## src/hdl/crg_pkg.sv

```systemverilog
// ----------------------------------------------------------------------------
// crg_pkg
// Shared types, codes and constants for the curved ramp generator.
// ----------------------------------------------------------------------------
package crg_pkg;

    localparam int FRAME_BITS     = 24;
    localparam int VALUE_BITS     = 32;
    localparam int DIST_BITS      = 32;
    localparam int SHAPE_BITS     = 3;
    localparam int CMD_BITS       = 3;
    localparam int CFG_INDEX_BITS = 3;
    localparam int CFG_DATA_BITS  = 32;

    localparam int MUL_BITS  = 32;
    localparam int DIV_NUM_BITS = 48;
    localparam int DIV_DEN_BITS = 32;
    localparam int DIV_Q_BITS   = 17;
    localparam int SQRT_IN_BITS = 32;
    localparam int SQRT_OUT_BITS = 16;

    localparam logic [31:0] LOG_DEN  = 32'd436353;
    localparam logic [31:0] SIN_C1   = 32'd1686629713;
    localparam logic [31:0] SIN_C3   = 32'd693598668;
    localparam logic [31:0] SIN_C5   = 32'd85569306;
    localparam logic [31:0] SIN_C7   = 32'd5026995;
    localparam logic [31:0] SIN_C9   = 32'd172272;
    localparam logic [16:0] ONE_Q16  = 17'd65536;

    typedef enum logic [2:0] {
        CMD_STEP       = 3'd0,
        CMD_JUMP_FWD   = 3'd1,
        CMD_JUMP_BACK  = 3'd2,
        CMD_SET_FRAME  = 3'd3,
        CMD_RESTART    = 3'd4,
        CMD_INDEX_QRY  = 3'd5,
        CMD_DIST_QRY   = 3'd6
    } cmd_t;

    typedef enum logic [2:0] {
        SHAPE_LINEAR  = 3'd0,
        SHAPE_SQUARED = 3'd1,
        SHAPE_SINE    = 3'd2,
        SHAPE_SQRT    = 3'd3,
        SHAPE_LOG     = 3'd4
    } shape_t;

    typedef enum logic [2:0] {
        REG_START    = 3'd0,
        REG_END      = 3'd1,
        REG_FRAMES   = 3'd2,
        REG_DISTANCE = 3'd3,
        REG_SHAPE    = 3'd4
    } cfg_reg_t;

    typedef enum logic [3:0] {
        ST_IDLE,
        ST_DIV_FRAC,
        ST_SQUARE,
        ST_SIN_T2,
        ST_SIN_POLY,
        ST_SIN_OUT,
        ST_SQRT,
        ST_LOG_NORM,
        ST_LOG_SQ,
        ST_LOG_DIV,
        ST_SCALE,
        ST_DONE
    } state_t;

    function automatic logic [31:0] sin_coef(input logic [1:0] k);
        logic [31:0] c;
        case (k)
            2'd0:    c = SIN_C7;
            2'd1:    c = SIN_C5;
            2'd2:    c = SIN_C3;
            default: c = SIN_C1;
        endcase
        return c;
    endfunction

endpackage

```

## src/hdl/crg_mul.sv

```systemverilog
// ----------------------------------------------------------------------------
// crg_mul
// Bit-serial shift-add multiplier, one multiplier bit per cycle.
// ----------------------------------------------------------------------------
module crg_mul (
    input  logic                               clk,
    input  logic                               rst_n,
    input  logic                               start,
    input  logic [crg_pkg::MUL_BITS-1:0]       a,
    input  logic [crg_pkg::MUL_BITS-1:0]       b,
    output logic                               done,
    output logic [2*crg_pkg::MUL_BITS-1:0]     product
);

    localparam int CNT_BITS = $clog2(crg_pkg::MUL_BITS);

    logic                           busy_reg;
    logic                           done_reg;
    logic [CNT_BITS-1:0]            cnt_reg;
    logic [crg_pkg::MUL_BITS-1:0]   a_reg;
    logic [crg_pkg::MUL_BITS-1:0]   hi_reg;
    logic [crg_pkg::MUL_BITS-1:0]   lo_reg;
    logic [crg_pkg::MUL_BITS:0]     sum;
    logic                           last;

    assign last = (cnt_reg == CNT_BITS'(crg_pkg::MUL_BITS - 1));
    assign sum  = {1'b0, hi_reg} + (lo_reg[0] ? {1'b0, a_reg} : '0);

    always_ff @(posedge clk or negedge rst_n)
    begin
        if (!rst_n)
        begin
            busy_reg <= 1'b0;
            done_reg <= 1'b0;
            cnt_reg  <= '0;
        end
        else
        begin
            done_reg <= busy_reg && last;
            if (start)
            begin
                busy_reg <= 1'b1;
                cnt_reg  <= '0;
            end
            else if (busy_reg)
            begin
                cnt_reg <= cnt_reg + 1'b1;
                if (last)
                begin
                    busy_reg <= 1'b0;
                end
            end
        end
    end

    always_ff @(posedge clk)
    begin
        if (start)
        begin
            a_reg  <= a;
            hi_reg <= '0;
            lo_reg <= b;
        end
        else if (busy_reg)
        begin
            hi_reg <= sum[crg_pkg::MUL_BITS:1];
            lo_reg <= {sum[0], lo_reg[crg_pkg::MUL_BITS-1:1]};
        end
    end

    assign done    = done_reg;
    assign product = {hi_reg, lo_reg};

endmodule

```

## src/hdl/crg_div.sv

```systemverilog
// ----------------------------------------------------------------------------
// crg_div
// Restoring divider, one quotient bit per cycle; the quotient must fit
// DIV_Q_BITS bits.
// ----------------------------------------------------------------------------
module crg_div (
    input  logic                                clk,
    input  logic                                rst_n,
    input  logic                                start,
    input  logic [crg_pkg::DIV_NUM_BITS-1:0]    num,
    input  logic [crg_pkg::DIV_DEN_BITS-1:0]    den,
    output logic                                done,
    output logic [crg_pkg::DIV_Q_BITS-1:0]      quotient
);

    localparam int QB       = crg_pkg::DIV_Q_BITS;
    localparam int DB       = crg_pkg::DIV_DEN_BITS;
    localparam int NB       = crg_pkg::DIV_NUM_BITS;
    localparam int CNT_BITS = $clog2(QB);

    logic                busy_reg;
    logic                done_reg;
    logic [CNT_BITS-1:0] cnt_reg;
    logic [DB-1:0]       den_reg;
    logic [DB-1:0]       rem_reg;
    logic [QB-1:0]       bits_reg;
    logic [QB-1:0]       q_reg;
    logic [DB:0]         shifted;
    logic                fits;
    logic [DB:0]         diff;
    logic                last;

    assign last    = (cnt_reg == CNT_BITS'(QB - 1));
    assign shifted = {rem_reg, bits_reg[QB-1]};
    assign fits    = (shifted >= {1'b0, den_reg});
    assign diff    = shifted - {1'b0, den_reg};

    always_ff @(posedge clk or negedge rst_n)
    begin
        if (!rst_n)
        begin
            busy_reg <= 1'b0;
            done_reg <= 1'b0;
            cnt_reg  <= '0;
        end
        else
        begin
            done_reg <= busy_reg && last;
            if (start)
            begin
                busy_reg <= 1'b1;
                cnt_reg  <= '0;
            end
            else if (busy_reg)
            begin
                cnt_reg <= cnt_reg + 1'b1;
                if (last)
                begin
                    busy_reg <= 1'b0;
                end
            end
        end
    end

    always_ff @(posedge clk)
    begin
        if (start)
        begin
            den_reg  <= den;
            rem_reg  <= DB'(num[NB-1:QB]);
            bits_reg <= num[QB-1:0];
            q_reg    <= '0;
        end
        else if (busy_reg)
        begin
            rem_reg  <= fits ? diff[DB-1:0] : shifted[DB-1:0];
            bits_reg <= {bits_reg[QB-2:0], 1'b0};
            q_reg    <= {q_reg[QB-2:0], fits};
        end
    end

    assign done     = done_reg;
    assign quotient = q_reg;

endmodule

```

## src/hdl/crg_sqrt.sv

```systemverilog
// ----------------------------------------------------------------------------
// crg_sqrt
// Digit-by-digit integer square root, two radicand bits per cycle.
// ----------------------------------------------------------------------------
module crg_sqrt (
    input  logic                                clk,
    input  logic                                rst_n,
    input  logic                                start,
    input  logic [crg_pkg::SQRT_IN_BITS-1:0]    radicand,
    output logic                                done,
    output logic [crg_pkg::SQRT_OUT_BITS-1:0]   root
);

    localparam int IB       = crg_pkg::SQRT_IN_BITS;
    localparam int OB       = crg_pkg::SQRT_OUT_BITS;
    localparam int RB       = OB + 2;
    localparam int CNT_BITS = $clog2(OB);

    logic                busy_reg;
    logic                done_reg;
    logic [CNT_BITS-1:0] cnt_reg;
    logic [IB-1:0]       bits_reg;
    logic [RB-1:0]       rem_reg;
    logic [OB-1:0]       root_reg;
    logic [RB+1:0]       shifted;
    logic [RB+1:0]       trial;
    logic                fits;
    logic [RB+1:0]       diff;
    logic                last;

    assign last    = (cnt_reg == CNT_BITS'(OB - 1));
    assign shifted = {rem_reg, bits_reg[IB-1:IB-2]};
    assign trial   = (RB+2)'({root_reg, 2'b01});
    assign fits    = (shifted >= trial);
    assign diff    = shifted - trial;

    always_ff @(posedge clk or negedge rst_n)
    begin
        if (!rst_n)
        begin
            busy_reg <= 1'b0;
            done_reg <= 1'b0;
            cnt_reg  <= '0;
        end
        else
        begin
            done_reg <= busy_reg && last;
            if (start)
            begin
                busy_reg <= 1'b1;
                cnt_reg  <= '0;
            end
            else if (busy_reg)
            begin
                cnt_reg <= cnt_reg + 1'b1;
                if (last)
                begin
                    busy_reg <= 1'b0;
                end
            end
        end
    end

    always_ff @(posedge clk)
    begin
        if (start)
        begin
            bits_reg <= radicand;
            rem_reg  <= '0;
            root_reg <= '0;
        end
        else if (busy_reg)
        begin
            bits_reg <= {bits_reg[IB-3:0], 2'b00};
            rem_reg  <= fits ? diff[RB-1:0] : shifted[RB-1:0];
            root_reg <= {root_reg[OB-2:0], fits};
        end
    end

    assign done = done_reg;
    assign root = root_reg;

endmodule

```

## src/hdl/curved_ramp_generator_core.sv

```systemverilog
// ----------------------------------------------------------------------------
// curved_ramp_generator_core
// Ramp from start to end value over a frame count, shaped by a selectable
// curve, with step, jump, set, restart and position queries.
// ----------------------------------------------------------------------------
//  channel | signals                               | direction
//  in      | in_valid, in_stall, cmd, frame_amount,| word in
//          | distance                              |
//  out     | out_valid, out_stall, value, finished,| word out
//          | frame                                 |
//  cfg     | cfg_write, cfg_index, cfg_data        | register write
//
//  Words that resolve to a fixed value go from idle straight to done. A
//  curve word runs a divide, the shape, then a bit-serial scale multiply
//  on the multiplier that the squared, sine and log shapes share. One
//  word is in work at a time; the next is taken while a finished result
//  waits at the output.
//  Reset clears the configuration and the frame counter. No reset sweep.
// ----------------------------------------------------------------------------
module curved_ramp_generator_core (
    input  logic                                  clk,
    input  logic                                  rst_n,
    input  logic                                  in_valid,
    output logic                                  in_stall,
    input  logic [crg_pkg::CMD_BITS-1:0]          cmd,
    input  logic [crg_pkg::FRAME_BITS-1:0]        frame_amount,
    input  logic [crg_pkg::DIST_BITS-1:0]         distance,
    output logic                                  out_valid,
    input  logic                                  out_stall,
    output logic signed [crg_pkg::VALUE_BITS-1:0] value,
    output logic                                  finished,
    output logic [crg_pkg::FRAME_BITS-1:0]        frame,
    input  logic                                  cfg_write,
    input  logic [crg_pkg::CFG_INDEX_BITS-1:0]    cfg_index,
    input  logic [crg_pkg::CFG_DATA_BITS-1:0]     cfg_data
);

    localparam int FB = crg_pkg::FRAME_BITS;
    localparam int VB = crg_pkg::VALUE_BITS;

    crg_pkg::state_t state_reg, state_next;
    logic            go_reg, go_next;

    logic signed [VB-1:0]          start_reg;
    logic signed [VB-1:0]          end_reg;
    logic [FB-1:0]                 tf_reg;
    logic [crg_pkg::DIST_BITS-1:0] td_reg;
    logic [crg_pkg::SHAPE_BITS-1:0] shape_reg;
    logic [FB-1:0]                 fc_reg, fc_next;
    logic                          out_valid_reg, out_valid_next;

    logic signed [VB-1:0] value_reg, value_next;
    logic                 finished_reg, finished_next;
    logic [FB-1:0]        frame_reg, frame_next;

    logic [VB-1:0]        res_reg, res_next;
    logic [15:0]          frac_reg, frac_next;
    logic signed [17:0]   w_reg, w_next;
    logic [30:0]          t_reg, t_next;
    logic [31:0]          t2_reg, t2_next;
    logic [31:0]          acc_reg, acc_next;
    logic [1:0]           k_reg, k_next;
    logic [22:0]          ym_reg, ym_next;
    logic [36:0]          m_reg, m_next;
    logic [2:0]           n_reg, n_next;
    logic [15:0]          lfrac_reg, lfrac_next;
    logic [3:0]           lcnt_reg, lcnt_next;
    logic [crg_pkg::DIV_NUM_BITS-1:0] num_reg, num_next;
    logic [crg_pkg::DIV_DEN_BITS-1:0] den_reg, den_next;

    logic                              mul_start, mul_done;
    logic                              div_start, div_done;
    logic                              sqrt_start, sqrt_done;
    logic [crg_pkg::MUL_BITS-1:0]      mul_a, mul_b;
    logic [2*crg_pkg::MUL_BITS-1:0]    mul_p;
    logic [crg_pkg::DIV_Q_BITS-1:0]    div_q;
    logic [crg_pkg::SQRT_OUT_BITS-1:0] sqrt_root;

    logic                in_acc;
    logic                flat;
    logic                out_free;
    logic [FB:0]         fwd_sum;
    logic [FB-1:0]       nf;
    logic                direct;
    logic [VB-1:0]       direct_val;
    logic [crg_pkg::DIV_NUM_BITS-1:0] c_num;
    logic [crg_pkg::DIV_DEN_BITS-1:0] c_den;

    logic [15:0]         f;
    logic [14:0]         rfold;
    logic [22:0]         y;
    logic signed [VB:0]  diff;
    logic [VB-1:0]       mag;
    logic [16:0]         wm;
    logic                neg;
    logic [33:0]         sq_m;
    logic [15:0]         lfrac_new;
    logic [16:0]         sin_res;
    logic [16:0]         sin_clamped;
    logic signed [VB+1:0] scaled;
    logic [VB-1:0]       sat_val;
    logic                unit_next;

    assign in_acc   = in_valid && !in_stall;
    assign in_stall = (state_reg != crg_pkg::ST_IDLE);
    assign flat     = (start_reg == end_reg);
    assign out_free = !out_valid_reg || !out_stall;

    // configuration
    always_ff @(posedge clk or negedge rst_n)
    begin
        if (!rst_n)
        begin
            start_reg <= '0;
            end_reg   <= '0;
            tf_reg    <= '0;
            td_reg    <= '0;
            shape_reg <= '0;
        end
        else if (cfg_write)
        begin
            case (crg_pkg::cfg_reg_t'(cfg_index))
                crg_pkg::REG_START:    start_reg <= cfg_data;
                crg_pkg::REG_END:      end_reg   <= cfg_data;
                crg_pkg::REG_FRAMES:   tf_reg    <= cfg_data[FB-1:0];
                crg_pkg::REG_DISTANCE: td_reg    <= cfg_data;
                crg_pkg::REG_SHAPE:    shape_reg <= cfg_data[crg_pkg::SHAPE_BITS-1:0];
                default:               ;
            endcase
        end
    end

    // command decode
    assign fwd_sum = {1'b0, fc_reg} + {1'b0, frame_amount};

    always_comb
    begin
        nf         = fc_reg;
        direct     = 1'b1;
        direct_val = end_reg;
        c_num      = {8'b0, fc_reg, 16'b0};
        c_den      = {8'b0, tf_reg};
        case (crg_pkg::cmd_t'(cmd))
            crg_pkg::CMD_STEP:
            begin
                if (!(tf_reg == '0 || fc_reg >= tf_reg || flat))
                begin
                    direct = 1'b0;
                    nf     = fc_reg + 1'b1;
                end
            end
            crg_pkg::CMD_INDEX_QRY:
            begin
                c_num = {8'b0, frame_amount, 16'b0};
                if (tf_reg == '0 || frame_amount >= tf_reg || flat)
                begin
                    direct_val = end_reg;
                end
                else if (frame_amount == '0)
                begin
                    direct_val = start_reg;
                end
                else
                begin
                    direct = 1'b0;
                end
            end
            crg_pkg::CMD_DIST_QRY:
            begin
                c_num = {distance, 16'b0};
                c_den = td_reg;
                if (distance == '0)
                begin
                    direct_val = start_reg;
                end
                else if (distance >= td_reg || flat)
                begin
                    direct_val = end_reg;
                end
                else
                begin
                    direct = 1'b0;
                end
            end
            default:
            begin
                case (crg_pkg::cmd_t'(cmd))
                    crg_pkg::CMD_JUMP_FWD:
                        nf = fwd_sum[FB] ? '1 : fwd_sum[FB-1:0];
                    crg_pkg::CMD_JUMP_BACK:
                        nf = (fc_reg > frame_amount) ? fc_reg - frame_amount : '0;
                    crg_pkg::CMD_SET_FRAME:
                        nf = frame_amount;
                    crg_pkg::CMD_RESTART:
                        nf = flat ? tf_reg : '0;
                    default:
                        nf = fc_reg;
                endcase
                c_num = {8'b0, nf, 16'b0};
                if (tf_reg == '0 || nf >= tf_reg)
                begin
                    direct_val = end_reg;
                end
                else if (nf == '0)
                begin
                    direct_val = start_reg;
                end
                else
                begin
                    direct = 1'b0;
                end
            end
        endcase
    end

    // datapath helpers
    assign f       = div_q[15:0];
    assign rfold   = f[14] ? (15'd16384 - {1'b0, f[13:0]}) : {1'b0, f[13:0]};
    assign y       = ({7'b0, f} << 6) + ({7'b0, f} << 5) + ({7'b0, f} << 2) + 23'd65536;
    assign diff    = {end_reg[VB-1], end_reg} - {start_reg[VB-1], start_reg};
    assign mag     = diff[VB] ? VB'(-diff) : diff[VB-1:0];
    assign wm      = w_reg[17] ? 17'(-w_reg) : w_reg[16:0];
    assign neg     = diff[VB] != w_reg[17];
    assign sq_m    = mul_p[63:30];
    assign lfrac_new = {lfrac_reg[14:0], sq_m[31]};
    assign sin_res = mul_p[60:44];
    assign sin_clamped = (sin_res > crg_pkg::ONE_Q16) ? crg_pkg::ONE_Q16 : sin_res;
    assign scaled  = neg ? ({{2{start_reg[VB-1]}}, start_reg} - {2'b0, mul_p[47:16]})
                         : ({{2{start_reg[VB-1]}}, start_reg} + {2'b0, mul_p[47:16]});

    always_comb
    begin
        if (scaled > $signed({3'b0, {(VB-1){1'b1}}}))
        begin
            sat_val = {1'b0, {(VB-1){1'b1}}};
        end
        else if (scaled < $signed({3'b111, {(VB-1){1'b0}}}))
        begin
            sat_val = {1'b1, {(VB-1){1'b0}}};
        end
        else
        begin
            sat_val = scaled[VB-1:0];
        end
    end

    // next state
    always_comb
    begin
        state_next = state_reg;
        case (state_reg)
            crg_pkg::ST_IDLE:
                if (in_acc)
                    state_next = direct ? crg_pkg::ST_DONE : crg_pkg::ST_DIV_FRAC;
            crg_pkg::ST_DIV_FRAC:
                if (div_done)
                begin
                    case (crg_pkg::shape_t'(shape_reg))
                        crg_pkg::SHAPE_SQUARED: state_next = crg_pkg::ST_SQUARE;
                        crg_pkg::SHAPE_SINE:    state_next = crg_pkg::ST_SIN_T2;
                        crg_pkg::SHAPE_SQRT:    state_next = crg_pkg::ST_SQRT;
                        crg_pkg::SHAPE_LOG:     state_next = crg_pkg::ST_LOG_NORM;
                        default:                state_next = crg_pkg::ST_SCALE;
                    endcase
                end
            crg_pkg::ST_SQUARE:
                if (mul_done)
                    state_next = crg_pkg::ST_SCALE;
            crg_pkg::ST_SIN_T2:
                if (mul_done)
                    state_next = crg_pkg::ST_SIN_POLY;
            crg_pkg::ST_SIN_POLY:
                if (mul_done && k_reg == 2'd3)
                    state_next = crg_pkg::ST_SIN_OUT;
            crg_pkg::ST_SIN_OUT:
                if (mul_done)
                    state_next = crg_pkg::ST_SCALE;
            crg_pkg::ST_SQRT:
                if (sqrt_done)
                    state_next = crg_pkg::ST_SCALE;
            crg_pkg::ST_LOG_NORM:
                if (ym_reg[22:17] == '0)
                    state_next = crg_pkg::ST_LOG_SQ;
            crg_pkg::ST_LOG_SQ:
                if (mul_done && lcnt_reg == 4'd15)
                    state_next = crg_pkg::ST_LOG_DIV;
            crg_pkg::ST_LOG_DIV:
                if (div_done)
                    state_next = crg_pkg::ST_SCALE;
            crg_pkg::ST_SCALE:
                if (mul_done)
                    state_next = crg_pkg::ST_DONE;
            crg_pkg::ST_DONE:
                if (out_free)
                    state_next = crg_pkg::ST_IDLE;
            default:
                state_next = crg_pkg::ST_IDLE;
        endcase
    end

    assign unit_next = (state_next == crg_pkg::ST_DIV_FRAC)
                    || (state_next == crg_pkg::ST_SQUARE)
                    || (state_next == crg_pkg::ST_SIN_T2) || (state_next == crg_pkg::ST_SIN_POLY)
                    || (state_next == crg_pkg::ST_SIN_OUT) || (state_next == crg_pkg::ST_SQRT)
                    || (state_next == crg_pkg::ST_LOG_SQ) || (state_next == crg_pkg::ST_LOG_DIV)
                    || (state_next == crg_pkg::ST_SCALE);

    // unit launch and datapath updates
    always_comb
    begin
        go_next = (unit_next && state_next != state_reg)
               || (state_reg == crg_pkg::ST_SIN_POLY && mul_done && k_reg != 2'd3)
               || (state_reg == crg_pkg::ST_LOG_SQ && mul_done && lcnt_reg != 4'd15);

        mul_start  = go_reg && ((state_reg == crg_pkg::ST_SQUARE)
                  || (state_reg == crg_pkg::ST_SIN_T2) || (state_reg == crg_pkg::ST_SIN_POLY)
                  || (state_reg == crg_pkg::ST_SIN_OUT) || (state_reg == crg_pkg::ST_LOG_SQ)
                  || (state_reg == crg_pkg::ST_SCALE));
        div_start  = go_reg && ((state_reg == crg_pkg::ST_DIV_FRAC)
                  || (state_reg == crg_pkg::ST_LOG_DIV));
        sqrt_start = go_reg && (state_reg == crg_pkg::ST_SQRT);

        case (state_reg)
            crg_pkg::ST_SQUARE:
            begin
                mul_a = {16'b0, frac_reg};
                mul_b = {16'b0, frac_reg};
            end
            crg_pkg::ST_SIN_T2:
            begin
                mul_a = {1'b0, t_reg};
                mul_b = {1'b0, t_reg};
            end
            crg_pkg::ST_SIN_POLY:
            begin
                mul_a = acc_reg;
                mul_b = t2_reg;
            end
            crg_pkg::ST_SIN_OUT:
            begin
                mul_a = acc_reg;
                mul_b = {1'b0, t_reg};
            end
            crg_pkg::ST_LOG_SQ:
            begin
                mul_a = m_reg[31:0];
                mul_b = m_reg[31:0];
            end
            default:
            begin
                mul_a = mag;
                mul_b = {15'b0, wm};
            end
        endcase
    end

    always_comb
    begin
        fc_next        = fc_reg;
        out_valid_next = out_valid_reg;
        value_next     = value_reg;
        finished_next  = finished_reg;
        frame_next     = frame_reg;
        res_next       = res_reg;
        frac_next      = frac_reg;
        w_next         = w_reg;
        t_next         = t_reg;
        t2_next        = t2_reg;
        acc_next       = acc_reg;
        k_next         = k_reg;
        ym_next        = ym_reg;
        m_next         = m_reg;
        n_next         = n_reg;
        lfrac_next     = lfrac_reg;
        lcnt_next      = lcnt_reg;
        num_next       = num_reg;
        den_next       = den_reg;

        if (out_valid_reg && !out_stall)
            out_valid_next = 1'b0;

        case (state_reg)
            crg_pkg::ST_IDLE:
                if (in_acc)
                begin
                    fc_next  = nf;
                    res_next = direct_val;
                    num_next = c_num;
                    den_next = c_den;
                end
            crg_pkg::ST_DIV_FRAC:
                if (div_done)
                begin
                    frac_next = f;
                    w_next    = $signed({2'b0, f});
                    t_next    = {rfold, 16'b0};
                    ym_next   = y;
                    m_next    = {y, 14'b0};
                    n_next    = '0;
                end
            crg_pkg::ST_SQUARE:
                if (mul_done)
                    w_next = $signed({2'b0, mul_p[31:16]});
            crg_pkg::ST_SIN_T2:
                if (mul_done)
                begin
                    t2_next  = mul_p[61:30];
                    acc_next = crg_pkg::SIN_C9;
                    k_next   = '0;
                end
            crg_pkg::ST_SIN_POLY:
                if (mul_done)
                begin
                    acc_next = crg_pkg::sin_coef(k_reg) - mul_p[61:30];
                    k_next   = k_reg + 1'b1;
                end
            crg_pkg::ST_SIN_OUT:
                if (mul_done)
                    w_next = frac_reg[15] ? -$signed({1'b0, sin_clamped})
                                          : $signed({1'b0, sin_clamped});
            crg_pkg::ST_SQRT:
                if (sqrt_done)
                    w_next = $signed({2'b0, sqrt_root});
            crg_pkg::ST_LOG_NORM:
                if (ym_reg[22:17] != '0)
                begin
                    ym_next = ym_reg >> 1;
                    m_next  = m_reg >> 1;
                    n_next  = n_reg + 1'b1;
                end
                else
                begin
                    lcnt_next  = '0;
                    lfrac_next = '0;
                end
            crg_pkg::ST_LOG_SQ:
                if (mul_done)
                begin
                    lfrac_next = lfrac_new;
                    m_next     = sq_m[31] ? 37'(sq_m[31:1]) : 37'(sq_m[31:0]);
                    lcnt_next  = lcnt_reg + 1'b1;
                    num_next   = {13'b0, n_reg, lfrac_new, 16'b0};
                    den_next   = crg_pkg::LOG_DEN;
                end
            crg_pkg::ST_LOG_DIV:
                if (div_done)
                    w_next = $signed({1'b0, (div_q > crg_pkg::ONE_Q16) ? crg_pkg::ONE_Q16 : div_q});
            crg_pkg::ST_SCALE:
                if (mul_done)
                    res_next = sat_val;
            crg_pkg::ST_DONE:
                if (out_free)
                begin
                    out_valid_next = 1'b1;
                    value_next     = res_reg;
                    finished_next  = (fc_reg >= tf_reg);
                    frame_next     = fc_reg;
                end
            default:
                ;
        endcase
    end

    always_ff @(posedge clk or negedge rst_n)
    begin
        if (!rst_n)
        begin
            state_reg     <= crg_pkg::ST_IDLE;
            go_reg        <= 1'b0;
            fc_reg        <= '0;
            out_valid_reg <= 1'b0;
        end
        else
        begin
            state_reg     <= state_next;
            go_reg        <= go_next;
            fc_reg        <= fc_next;
            out_valid_reg <= out_valid_next;
        end
    end

    always_ff @(posedge clk)
    begin
        value_reg    <= value_next;
        finished_reg <= finished_next;
        frame_reg    <= frame_next;
        res_reg      <= res_next;
        frac_reg     <= frac_next;
        w_reg        <= w_next;
        t_reg        <= t_next;
        t2_reg       <= t2_next;
        acc_reg      <= acc_next;
        k_reg        <= k_next;
        ym_reg       <= ym_next;
        m_reg        <= m_next;
        n_reg        <= n_next;
        lfrac_reg    <= lfrac_next;
        lcnt_reg     <= lcnt_next;
        num_reg      <= num_next;
        den_reg      <= den_next;
    end

    crg_mul u_mul (
        .clk     (clk),
        .rst_n   (rst_n),
        .start   (mul_start),
        .a       (mul_a),
        .b       (mul_b),
        .done    (mul_done),
        .product (mul_p)
    );

    crg_div u_div (
        .clk      (clk),
        .rst_n    (rst_n),
        .start    (div_start),
        .num      (num_reg),
        .den      (den_reg),
        .done     (div_done),
        .quotient (div_q)
    );

    crg_sqrt u_sqrt (
        .clk      (clk),
        .rst_n    (rst_n),
        .start    (sqrt_start),
        .radicand ({frac_reg, 16'b0}),
        .done     (sqrt_done),
        .root     (sqrt_root)
    );

    assign out_valid = out_valid_reg;
    assign value     = value_reg;
    assign finished  = finished_reg;
    assign frame     = frame_reg;

    a_out_from_done: assert property (@(posedge clk) disable iff (!rst_n)
        $rose(out_valid_reg) |-> $past(state_reg == crg_pkg::ST_DONE))
        else $error("result word raised outside the done state");

    a_frame_hold: assert property (@(posedge clk) disable iff (!rst_n)
        !in_acc |=> $stable(fc_reg))
        else $error("frame counter moved without an accepted word");

    a_mul_done_waited: assert property (@(posedge clk) disable iff (!rst_n)
        mul_done |-> (state_reg == crg_pkg::ST_SQUARE || state_reg == crg_pkg::ST_SIN_T2
            || state_reg == crg_pkg::ST_SIN_POLY || state_reg == crg_pkg::ST_SIN_OUT
            || state_reg == crg_pkg::ST_LOG_SQ || state_reg == crg_pkg::ST_SCALE))
        else $error("multiplier finished with no state waiting on it");

    a_weight_range: assert property (@(posedge clk) disable iff (!rst_n)
        (state_reg == crg_pkg::ST_SCALE) |-> (w_reg <= 18'sd65536 && w_reg >= -18'sd65536))
        else $error("curve weight out of range");

endmodule

```

## config.mk

```make
export PLATFORM = sky130hd
export DESIGN_NAME = curved_ramp_generator_core
export DESIGN_NICKNAME = d
export VERILOG_FILES = /design/src/hdl/crg_pkg.sv /design/src/hdl/crg_mul.sv /design/src/hdl/crg_div.sv /design/src/hdl/crg_sqrt.sv /design/src/hdl/curved_ramp_generator_core.sv
export SDC_FILE = /design/constraint.sdc
export NUM_CORES = 2
export LEC_CHECK = 0
export BUFFER_PORTS_ARGS = -buffer_cell sky130_fd_sc_hd__clkbuf_2
export CAP_MARGIN = 20
export CORE_MARGIN = 10
export CORE_UTILIZATION = 24
export CTS_BUF_LIST = sky130_fd_sc_hd__clkbuf_8 sky130_fd_sc_hd__clkbuf_16
export DETAILED_ROUTE_END_ITERATION = 6
export PLACE_DENSITY = 0.43
export SETUP_SLACK_MARGIN = 0.4
export SYNTH_ARGS = -nofsm -noshare
export SYNTH_HDL_FRONTEND = slang
export SYNTH_SLANG_ARGS = --single-unit
```

## constraint.sdc

```tcl
create_clock -name clk -period 9 [get_ports clk]
set_clock_uncertainty 0.15 [all_clocks]
set_input_delay 0.45 -clock clk [delete_from_list [all_inputs] [get_ports clk]]
set_output_delay 0.45 -clock clk [all_outputs]
set_load 0.1 [all_outputs]
```

==> impl_metrics.py <==
metrics = {
    "logic_synthesis": {
        "synthesis.yosys.warnings": 0,
        "synth.top_cells.by_count": "nand2_1 (518), edfxtp_1 (476), nor2_1 (431)",
        "synth_async_sr_flop_share_pct": 23.6,
        "synthesis.area_per_instance_sq_um": 9.40,
        "synth_edf_count": 476,
        "register_area_share_after_synthesis_pct": 41.3,
        "synthDominantCellAreaShare_pct": 29.0,
        "synth_nets": 5746,
        "synth_top_flop_cell": "edfxtp_1",
        "leading_cell_types_by_total_area_after_synthesis": "edfxtp_1 (29%), ha_1 (10%), dfrtp_1 (8.8%), a21oi_1 (4.0%), nand2_1 (4.0%)",
        "synth.largest_area_cell": "edfxtp_1",
        "syn_inst": 5235,
        "netlist_area_sq_um": 49200,
        "synth.ff_latch_count": 733,
        "yosysUniqueCellTypes": 103,
        "post-synth-top-count-cell": "nand2_1",
    },
    "die": {
        "die_width_um": 473,
        "core_area_sq_um": 204000,
        "floorplan.io_pins": 158,
        "dieHeight_um": 473,
        "fp-row-count": 166,
        "initial_core_utilization_pct": 24.1,
        "design.die.area_sq_um": 224000,
    },
    "routing": {
        "final_antenna_net_count": 0,
        "drcViolationCount": 8,
        "vias": 42100,
        "initialDrtViolationCount": 4375,
        "viasPerCell": 5.18,
        "finalWirelength_mm": 200,
        "drt_pre_antenna_iters": 7,
        "post_drt_wl_per_cell_um": 24.6,
    },
    "final_layout": {
        "layout-drive-gt1-share_pct": 10.5,
        "multi_input_area_sq_um": 26800,
        "final_net_count": 5870,
        "layout-area-overhead-vs-synth_pct": 15.7,
        "largest_register_ff_count": 37,
        "fillCellCount": 21800,
        "register_area_sq_um": 20300,
    },
    "worst_setup_path": {
        "startpoint_type_of_the_worst_setup_path": "register",
        "path_class": "register to register",
        "worstSetupEndpointType": "register",
        "cp_arrival_ns": 8.38,
        "crit_path_cells": "inv_1, ha_1, nand4_1, nor4_1, buf_4, nand3_1, nor2_1, a221oi_1, nand2_1, a2bb2oi_1, ha_1, a21o_1, a21o_1, a21oi_1, o21ai_0, o2bb2ai_1, o311a_1, o21ai_0, nand2_1, o31ai_4, buf_4, mux2i_1, a21oi_1",
        "timing.critical_path.required_ns": 9.31,
        "worstRegToRegCells": 23,
        "critPathMaxStageDelay_ns": 0.79,
        "cp_slowest_cell": "nor2_1",
        "worst_path_maximum_fanout": 31,
    },
    "global_routing": {
        "first_global_vias": 40800,
        "grt_antenna_before_repair": 11,
        "grt_first_pass_wirelength_mm": 289,
        "grt.total_usage_pct": 17.2,
        "total_gr_overflow": 0,
        "maximum_number_of_pins_on_one_net_before_global_route_repair": 129,
    },
    "sta": {
        "timing.final.ws_setup_ns": 0.933,
        "fin_setup_tns_ns": 0,
        "setup_violations": 0,
        "timing.final.crit_share_pct": 89.6,
        "hold_violations": 0,
        "maxSlewHeadroom_pct": 20.2,
        "worst_slew_pin_slew_ns": 1.19,
        "timing.final.max_slew_violations": 0,
        "final.hold.worst_slack_ns": 0.0481,
        "unrepaired_setup_endpoints_after_global_routing": "no",
        "fmaxAchievable_ghz": 0.124,
        "period_minus_slack_ns": 8.07,
    },
    "run_status": {
        "run_status": "complete, but fails checks",
        "violations": "design-rule violations",
    },
    "place": {
        "place_hpwl_mm": 150,
        "dp_slack_ns": 0.980,
        "placement.io_buffers": 157,
        "place.gp.congestion": 0.911,
    },
    "clock_tree": {
        "clkLatencyLatePin_ns": 0.75,
        "post-cts-setup-buffer-count": 0,
        "inserted_clock_buffers": 93,
        "cts_num_sinks": 733,
        "cts_htree_levels": 3,
        "clk_path_buf_depth": 3,
        "clock_tree.root_cell": "clkbuf_16",
        "cts.reportedPaths.clkPinSlew_ns": 0.06,
        "tritoncts_clock_tree": "built",
    },
    "worst_hold_path": {
        "whs_path_depth": 2,
        "type_of_the_worst_min_delay_path": "input pin to register",
    },
    "power_and_ir_drop": {
        "vdd.ir_drop.worst_v": 0.000357,
        "power-per-cell-area_nw_per_um2": 317,
        "static-leakage-power_nw": 22.4,
    },
    "job": {
        "maxCapViolCount": 0,
    },
}
==> stage by stage <==
stage / util (%) / instances / total power, mW / instance area, sq um
2_1_floorplan: - / 5235 / 11.0 / 49200
3_3_place_gp: 26.1 / 7927 / 13.8 / 53300
3_5_place_dp: 26.1 / 7927 / 13.9 / 53300
4_1_cts: 27.8 / 8125 / 18.1 / 56900
5_1_grt: 27.8 / 8128 / 19.2 / 56900
6_report: 27.9 / 8133 / 18.0 / 56900
==> critical path, delay by kind of cell (launching register included) <==
family	cells	cell delay, ns
buffers and inverters	3	0.77
and+or+nand+nor	6	2.20
muxes	1	0.24
AOI/OAI and AO/OA	11	3.01
DFF	1	0.49
adders and majority gates	2	0.88
==> cell usage in the layout, fill, tap and decap left out, types with 105 or more instances in the layout <==
master / instances
nand2_1: 514
edfxtp_1: 476
nor2_1: 427
a21oi_1: 394
ha_1: 392
o21ai_0: 381
inv_1: 337
xnor2_1: 193
dfrtp_1: 172
clkbuf_2: 157
a21o_1: 115
buf_4: 105
==> area by class of cell <==
cell class / instances / area share [%]
Tap cell: 2688 / 5.91
Timing Repair Buffer: 288 / 3.26
Antenna cell: 6 / 0.0264
Sequential cell: 733 / 35.7
Inverter: 328 / 2.16
Clock buffer: 95 / 4.16
Multi-Input combinational cell: 3915 / 47.1
Clock inverter: 80 / 1.69
==> cell families (layout without fill, tap and decap cells) <==
logic type / Yosys count / after routing / share of synthesized area, %
adder cells (fa/ha/maj): 412 / 412 / 10.8
buffers and inverters: 587 / 791 / 4.58
XOR/XNOR: 286 / 286 / 5.09
other: 0 / 6 / 0
AND/OR/NAND/NOR: 1540 / 1540 / 14.6
AO/OA/AOI/OAI: 1523 / 1523 / 20.4
flip-flops: 733 / 733 / 41.3
multiplexers: 154 / 154 / 3.28
==> path summary, 6_finish.rpt <==
check	start	endpoint	slack, ns
max	start_reg[31]	res_reg[23]	0.93
min	distance[24]	num_reg[40]	0.05
max reg2reg	start_reg[31]	res_reg[23]	0.93
min reg2reg	res_reg[7]	value[7]	0.27
max in group asynchronous	rst_n	u_mul.busy_reg	7.26
min in group asynchronous	rst_n	fc_reg[19]	0.12
==> layer usage <==
| metal | vias to the layer above | wire length [um] | track usage [%] |
|---|---|---|---|
| li1 | 19500 | - | - |
| met5 | - | 13 | 0 |
| met2 | 1569 | 89700 | 27.5 |
| met3 | 271 | 13400 | 3.14 |
| met4 | 2 | 5490 | 4.46 |
| met1 | 20800 | 91600 | 23.8 |
==> power breakdown <==
part	switching [mW]	total, mW	internal [mW]
registers	0.560	4.95	4.39
logic	5.38	8.98	3.60
clock network	1.72	4.10	2.38
==> what timing repair did <==
action	CTS	global route
hold buffers	23	0
hold endpoints to repair	105	0
endpoints found under the setup margin	0	6
resized for setup	0	2
Power figures use the tool's default switching activity.
